## config.mk

```make
export PLATFORM = sky130hd
export DESIGN_NAME = chunked_body_deframer
export DESIGN_NICKNAME = d
export VERILOG_FILES = /design/src/cbd_pkg.sv /design/src/chunked_body_deframer.sv /design/src/cbd_core.sv
export SDC_FILE = /design/constraint.sdc
export NUM_CORES = 1
export LEC_CHECK = 0
export BUFFER_PORTS_ARGS = -buffer_cell sky130_fd_sc_hd__buf_2
export CELL_PAD_IN_SITES_DETAIL_PLACEMENT = 0
export CELL_PAD_IN_SITES_GLOBAL_PLACEMENT = 1
export CORE_ASPECT_RATIO = 1.2
export CORE_MARGIN = 1
export CORE_UTILIZATION = 35
export DETAILED_ROUTE_END_ITERATION = 16
export HOLD_SLACK_MARGIN = 0.05
export PLACE_DENSITY_LB_ADDON = 0.15
export SLEW_MARGIN = 20
export SYNTH_ARGS = -nofsm -noshare
export SYNTH_HDL_FRONTEND = slang
export SYNTH_SLANG_ARGS = --single-unit
```

## constraint.sdc

```tcl
create_clock -name clk -period 5.11 [get_ports clk]
set_clock_uncertainty 0.15 [all_clocks]
set_input_delay 1.022 -clock clk [delete_from_list [all_inputs] [get_ports clk]]
set_output_delay 1.022 -clock clk [all_outputs]
set_load 0.01 [all_outputs]
```

## src/cbd_pkg.sv

```systemverilog
// Shared types and constants for the chunked body deframer.
// No dependencies; imported by the parser core, the top level and the checker.
package cbd_pkg;

  typedef enum logic [2:0] {
    KIND_FRAME   = 3'd0,
    KIND_PAYLOAD = 3'd1,
    KIND_DONE    = 3'd2,
    KIND_BAD     = 3'd3,
    KIND_AFTER   = 3'd4
  } kind_t;

  typedef struct packed {
    kind_t       kind;
    logic [7:0]  payload;
  } cbd_result_t;

  localparam logic [7:0] CHAR_CR   = 8'h0D;
  localparam logic [7:0] CHAR_LF   = 8'h0A;
  localparam logic [7:0] CHAR_ZERO = 8'h30;

  localparam logic [2:0] TRAIL_SKIP = 3'd2;
  localparam logic [2:0] ZEND_SKIP  = 3'd4;

endpackage

```

## src/chunked_body_deframer.sv

```systemverilog
// A result appears in the cycle after its byte transfers (output register); one byte
// per cycle while out_tready is high; the register refills in the cycle it drains.
// Reset (rst_n low, synchronous): parser back to size line start, output empty,
// deliver_payload set to 1. start_of_body clears only the parser.
// Top level of the chunked body deframer; depends on cbd_pkg and cbd_core.
module chunked_body_deframer #(
  parameter int SIZE_LINE_MAX = 16,
  parameter int COUNT_BITS    = 32
) (
  input  logic       clk,
  input  logic       rst_n,
  input  logic       cfg_wr_en,
  input  logic       cfg_wr_data,   // deliver_payload
  input  logic       in_tvalid,
  output logic       in_tready,
  input  logic [7:0] in_tdata,      // [7:0] body_byte
  input  logic [0:0] in_tuser,      // [0] start_of_body
  output logic       out_tvalid,
  input  logic       out_tready,
  output logic [7:0] out_tdata,     // [7:0] payload_byte
  output logic [2:0] out_tuser      // [2:0] kind
);
  import cbd_pkg::*;

  logic        deliver_r;
  logic        out_valid_r;
  cbd_result_t res_r;
  cbd_result_t res;
  logic        in_xfer;

  assign in_tready = !out_valid_r || out_tready;
  assign in_xfer   = in_tvalid && in_tready;

  cbd_core #(
    .SIZE_LINE_MAX(SIZE_LINE_MAX),
    .COUNT_BITS   (COUNT_BITS)
  ) u_core (
    .clk          (clk),
    .rst_n        (rst_n),
    .step         (in_xfer),
    .body_byte    (in_tdata),
    .start_of_body(in_tuser[0]),
    .deliver      (deliver_r),
    .result       (res)
  );

  always_ff @(posedge clk) begin
    if (!rst_n) begin
      deliver_r   <= 1'b1;
      out_valid_r <= 1'b0;
    end else begin
      if (cfg_wr_en) deliver_r <= cfg_wr_data;
      if (in_xfer) out_valid_r <= 1'b1;
      else if (out_tready) out_valid_r <= 1'b0;
    end
  end

  always_ff @(posedge clk) begin
    if (in_xfer) res_r <= res;
  end

  assign out_tvalid = out_valid_r;
  assign out_tdata  = res_r.payload;
  assign out_tuser  = res_r.kind;

endmodule

```

## src/cbd_core.sv

```systemverilog
// Chunked framing parser: state registers plus the per-byte next-state logic.
// Depends on cbd_pkg.
module cbd_core #(
  parameter int SIZE_LINE_MAX = 16,
  parameter int COUNT_BITS    = 32
) (
  input  logic                clk,
  input  logic                rst_n,
  input  logic                step,
  input  logic [7:0]          body_byte,
  input  logic                start_of_body,
  input  logic                deliver,
  output cbd_pkg::cbd_result_t result
);
  import cbd_pkg::*;

  typedef enum logic [2:0] {
    PH_SIZE, PH_DATA, PH_TRAIL, PH_ZEND, PH_DONE, PH_BAD
  } phase_t;

  localparam logic [4:0] LINE_LAST = 5'(SIZE_LINE_MAX - 1);

  phase_t                  phase_r, phase_nxt, phase_cur;
  logic [COUNT_BITS-1:0]   chunk_r, chunk_nxt, chunk_cur, chunk_dec;
  logic [4:0]              line_r, line_nxt, line_cur;
  logic [2:0]              skip_r, skip_nxt, skip_cur, skip_dec;
  logic                    cr_r, cr_nxt, cr_cur;
  logic [4:0]              hex;
  logic                    ovf;

  function automatic logic [4:0] hex_digit(input logic [7:0] b);
    logic [4:0] r;
    r = 5'd0;
    if (b >= 8'h30 && b <= 8'h39) r = {1'b1, 4'(b - 8'h30)};
    else if (b >= 8'h61 && b <= 8'h66) r = {1'b1, 4'(b - 8'h57)};
    else if (b >= 8'h41 && b <= 8'h46) r = {1'b1, 4'(b - 8'h37)};
    return r;
  endfunction

  always_comb begin
    phase_cur = start_of_body ? PH_SIZE : phase_r;
    chunk_cur = start_of_body ? '0 : chunk_r;
    line_cur  = start_of_body ? '0 : line_r;
    skip_cur  = start_of_body ? '0 : skip_r;
    cr_cur    = start_of_body ? 1'b0 : cr_r;
    hex       = hex_digit(body_byte);
    ovf       = |chunk_cur[COUNT_BITS-1 -: 4];
    chunk_dec = chunk_cur - 1'b1;
    skip_dec  = skip_cur - 3'd1;

    phase_nxt = phase_cur;
    chunk_nxt = chunk_cur;
    line_nxt  = line_cur;
    skip_nxt  = skip_cur;
    cr_nxt    = cr_cur;
    result.kind    = KIND_FRAME;
    result.payload = '0;

    case (phase_cur)
      PH_SIZE: begin
        if (cr_cur) begin
          if (body_byte == CHAR_LF) begin
            line_nxt = '0;
            cr_nxt   = 1'b0;
            if (chunk_cur == '0) begin
              phase_nxt = PH_TRAIL;
              skip_nxt  = TRAIL_SKIP;
            end else begin
              phase_nxt = PH_DATA;
            end
          end else begin
            phase_nxt   = PH_BAD;
            result.kind = KIND_BAD;
          end
        end else if (line_cur == '0 && body_byte == CHAR_ZERO) begin
          phase_nxt = PH_ZEND;
          skip_nxt  = ZEND_SKIP;
        end else if (line_cur >= LINE_LAST) begin
          phase_nxt   = PH_BAD;
          result.kind = KIND_BAD;
        end else if (body_byte == CHAR_CR) begin
          if (line_cur == '0) begin
            phase_nxt   = PH_BAD;
            result.kind = KIND_BAD;
          end else begin
            cr_nxt   = 1'b1;
            line_nxt = line_cur + 5'd1;
          end
        end else if (!hex[4] || ovf) begin
          phase_nxt   = PH_BAD;
          result.kind = KIND_BAD;
        end else begin
          chunk_nxt = {chunk_cur[COUNT_BITS-5:0], hex[3:0]};
          line_nxt  = line_cur + 5'd1;
        end
      end
      PH_DATA: begin
        if (deliver) begin
          result.kind    = KIND_PAYLOAD;
          result.payload = body_byte;
        end
        chunk_nxt = chunk_dec;
        if (chunk_dec == '0) begin
          phase_nxt = PH_TRAIL;
          skip_nxt  = TRAIL_SKIP;
        end
      end
      PH_TRAIL: begin
        skip_nxt = skip_dec;
        if (skip_dec == '0) phase_nxt = PH_SIZE;
      end
      PH_ZEND: begin
        skip_nxt = skip_dec;
        if (skip_dec == '0) begin
          phase_nxt   = PH_DONE;
          result.kind = KIND_DONE;
        end
      end
      PH_DONE: begin
        result.kind = KIND_AFTER;
      end
      default: begin
        phase_nxt   = PH_BAD;
        result.kind = KIND_BAD;
      end
    endcase
  end

  always_ff @(posedge clk) begin
    if (!rst_n) begin
      phase_r <= PH_SIZE;
      chunk_r <= '0;
      line_r  <= '0;
      skip_r  <= '0;
      cr_r    <= 1'b0;
    end else if (step) begin
      phase_r <= phase_nxt;
      chunk_r <= chunk_nxt;
      line_r  <= line_nxt;
      skip_r  <= skip_nxt;
      cr_r    <= cr_nxt;
    end
  end

endmodule

```

==> flow_metrics.env <==
export IMPL_end_kind="register"
export IMPL_grt_pass1_wl_mm=29.3
export IMPL_initial_core_util=0.364
export IMPL_synth_top_area_frac=0.188
export IMPL_nNetsFinal=696
export IMPL_seq_power_share=0.329
export IMPL_dr_pass1_iters=6
export IMPL_tns_ns=0
export IMPL_crit_arrival_ns=4.41
export IMPL_synth_nets=698
export IMPL_tightest_slew_ns=0.860
export IMPL_switchingPower_uw=579
export IMPL_die_area_um2=14400
export IMPL_port_buffers=27
export IMPL_n_antenna_cell=0
export IMPL_cts_tree="built"
export IMPL_fp_row_count=46
export IMPL_hold_class="register to register"
export IMPL_clock_power_share=0.360
export IMPL_grt_remaining_overflow=0
export IMPL_gp_congestion=0.906
export IMPL_fin_total_pwr_mw=1.55
export IMPL_yosysTopAreaCell="dfxtp_1"
export IMPL_io_pins=28
export IMPL_drv_slew=0
export IMPL_swShare=0.372
export IMPL_syn2layout_area_growth_pct=10.3
export IMPL_vias_per_cell=6.31
export IMPL_holdPathStages=2
export IMPL_status="finished clean"
export IMPL_drtIter0Drc=481
export IMPL_cp_max_fo=8
export IMPL_vdd_drop_max_mv=0.278
export IMPL_ys_flop_type="dfxtp_1"
export IMPL_ant_nets=0
export IMPL_synth_most_common_cell="nor2_1"
export IMPL_worst_r2r_cell_count=10
export IMPL_antenna_found_initial=0
export IMPL_fillers=1414
export IMPL_ctsHtreeMaxLevel=3
export IMPL_drc=0
export IMPL_vias=5321
export IMPL_seq_area_frac_synth=0.256
export IMPL_ys_async_sr_fraction=0
export IMPL_die_w_um=110
export IMPL_ys_top_cells_by_count="64 x nor2_1, 62 x a21oi_1, 60 x nand2_1"
export IMPL_clock_root_buffer="clkbuf_16"
export IMPL_synth_edf_count=11
export IMPL_postCtsHoldBufs=0
export IMPL_ys_warn_count=0
export IMPL_synth_cell_types=78
export IMPL_cts_buffer_depth=2
export IMPL_finalCritPeriodShare=0.838
export IMPL_drive_above_1_share=0.126
export IMPL_cts_buffers=9
export IMPL_hold_violations=0
export IMPL_placeableCoreArea_um2=13400
export IMPL_wl_mm=18.5
export IMPL_wl_per_cell_um=22.0
export IMPL_ys_ff_latch=57
export IMPL_p_comb_frac=0.311
export IMPL_cts_setup_buffers=0
export IMPL_cts_resized=0
export IMPL_rsz0062_at_grt="no"
export IMPL_setup_viol=0
export IMPL_syn_instance_count=672
export IMPL_power_density_nw_per_um2=288
export IMPL_fmax_mhz=234
export IMPL_internal_power_uw=976
export IMPL_grt_max_degree=28
export IMPL_clock_sinks=57
export IMPL_period_needed_ns=4.28
export IMPL_p_leak_nw=2.06
export IMPL_track_usage=0.269
export IMPL_avgSynthCellArea_um2=7.27
export IMPL_critPathLaunchType="input pin"
export IMPL_required_ns=5.24
export IMPL_hpwlAfterDp_mm=13.1
export IMPL_reg2reg_slack_ns=1.42
export IMPL_relSlewSlack=0.424
export IMPL_netlist_area_um2=4890
export IMPL_cts_clk_slew_worst_paths_ns=0.06
export IMPL_cap_violations=0
export IMPL_crit_type="input pin to register"
export IMPL_ys_top_cells_by_area="dfxtp_1 19%, edfxtp_1 6.8%, a21oi_1 6.3%, nor2_1 4.9%, o21ai_0 4.8%"
export IMPL_grt_pass1_vias=5089
export IMPL_die_y_um=131
export IMPL_insertion_delay_ns=0.35
-- path summary, 6_finish.rpt --
| path | startpoint | endpoint |
|---|---|---|
| worst max-delay path | in_tuser | u_core.phase_r[1] |
| worst max register to register | u_core.chunk_r[1] | u_core.phase_r[1] |
| worst min register to register | u_core.line_r[4] | u_core.line_r[4] |
| worst min-delay path | u_core.line_r[4] | u_core.line_r[4] |
-- layer usage --
layer  share of wire  wire (um)  up-vias  GRT usage
met5               0          0        -          0
met4           0.045        826        0      0.153
met3           0.056       1030       56     0.0481
met2            0.49       9010      204      0.434
met1            0.41       7670     2563      0.330
li1                -          -     2498          -
-- per-stage QoR --
stage	instances	hold slack (ns)	setup slack, ns	utilization	cell area [um^2]
3_3_place_gp	827	0.303	0.558	0.382	5130
6_report	843	0.320	0.829	0.402	5390
2_1_floorplan	672	0.286	0.705	-	4890
3_5_place_dp	827	0.311	0.618	0.382	5130
5_1_grt	843	0.340	0.725	0.402	5390
4_1_cts	843	0.321	0.952	0.402	5390
-- cells by family after synthesis --
family,after synthesis,share of synthesized area
compound gates,214,0.286
xor+xnor,16,0.0287
fa+ha+maj,11,0.0282
buf+inv,76,0.0632
flops,57,0.256
mux,13,0.0276
simple gates,285,0.310
-- flip-flops by register name, summed over array words and instances (netlist names) --
signal	cells
deliver_r	1
out_tdata	8
out_tuser	3
out_tvalid	1
u_core.chunk_r	32
u_core.cr_r	1
u_core.line_r	5
u_core.phase_r	3
u_core.skip_r	3
-- power by group through the flow --
stage	clock (mW)	combinational, mW	sequential [mW]
3_3_place_gp	0	0.480	0.520
6_report	0.559	0.484	0.512
3_5_place_dp	0	0.475	0.520
2_1_floorplan	0	0.349	0.501
4_1_cts	0.570	0.478	0.510
5_1_grt	0.593	0.529	0.515
-- area by class of cell --
class	instances	area, um^2	area share
Timing Repair Buffer	45	270	0.0501
Sequential cell	57	1250	0.232
Clock inverter	6	35.0	0.00650
Clock buffer	10	229	0.0425
Inverter	18	67.6	0.0125
Tap cell	168	210	0.0390
Multi-Input combinational cell	539	3330	0.617
-- worst max-delay path, cell delays in order --
cell	delay [ns]
buf_2	0.10
inv_1	0.18
nand2_1	0.21
ha_1	0.34
or4b_2	0.61
nor4_1	0.59
a31oi_1	0.17
a21o_1	0.24
nor4_2	0.27
nand4_1	0.29
o21a_1	0.27
nor3_2	0.10
-- cell usage in the layout, fill, tap and decap left out, types with 5 or more instances in the layout --
cell type	count
nand2b_1	9
a21oi_1	62
nor2_1	64
clkbuf_16	9
nand2_1	60
buf_4	18
o41ai_1	6
nor4_1	13
o2bb2ai_1	8
a22oi_1	17
o21ai_0	47
and3_1	16
nand3_1	28
a22o_1	5
o22ai_1	8
a211oi_1	6
nor3_1	20
mux2i_1	9
or3_1	11
nor2b_1	13
and4_1	5
xnor2_1	8
xor2_1	8
nand4_1	10
edfxtp_1	11
buf_2	27
dfxtp_1	46
ha_1	11
inv_1	17
Note: power is estimated with default switching activity, not from simulation.
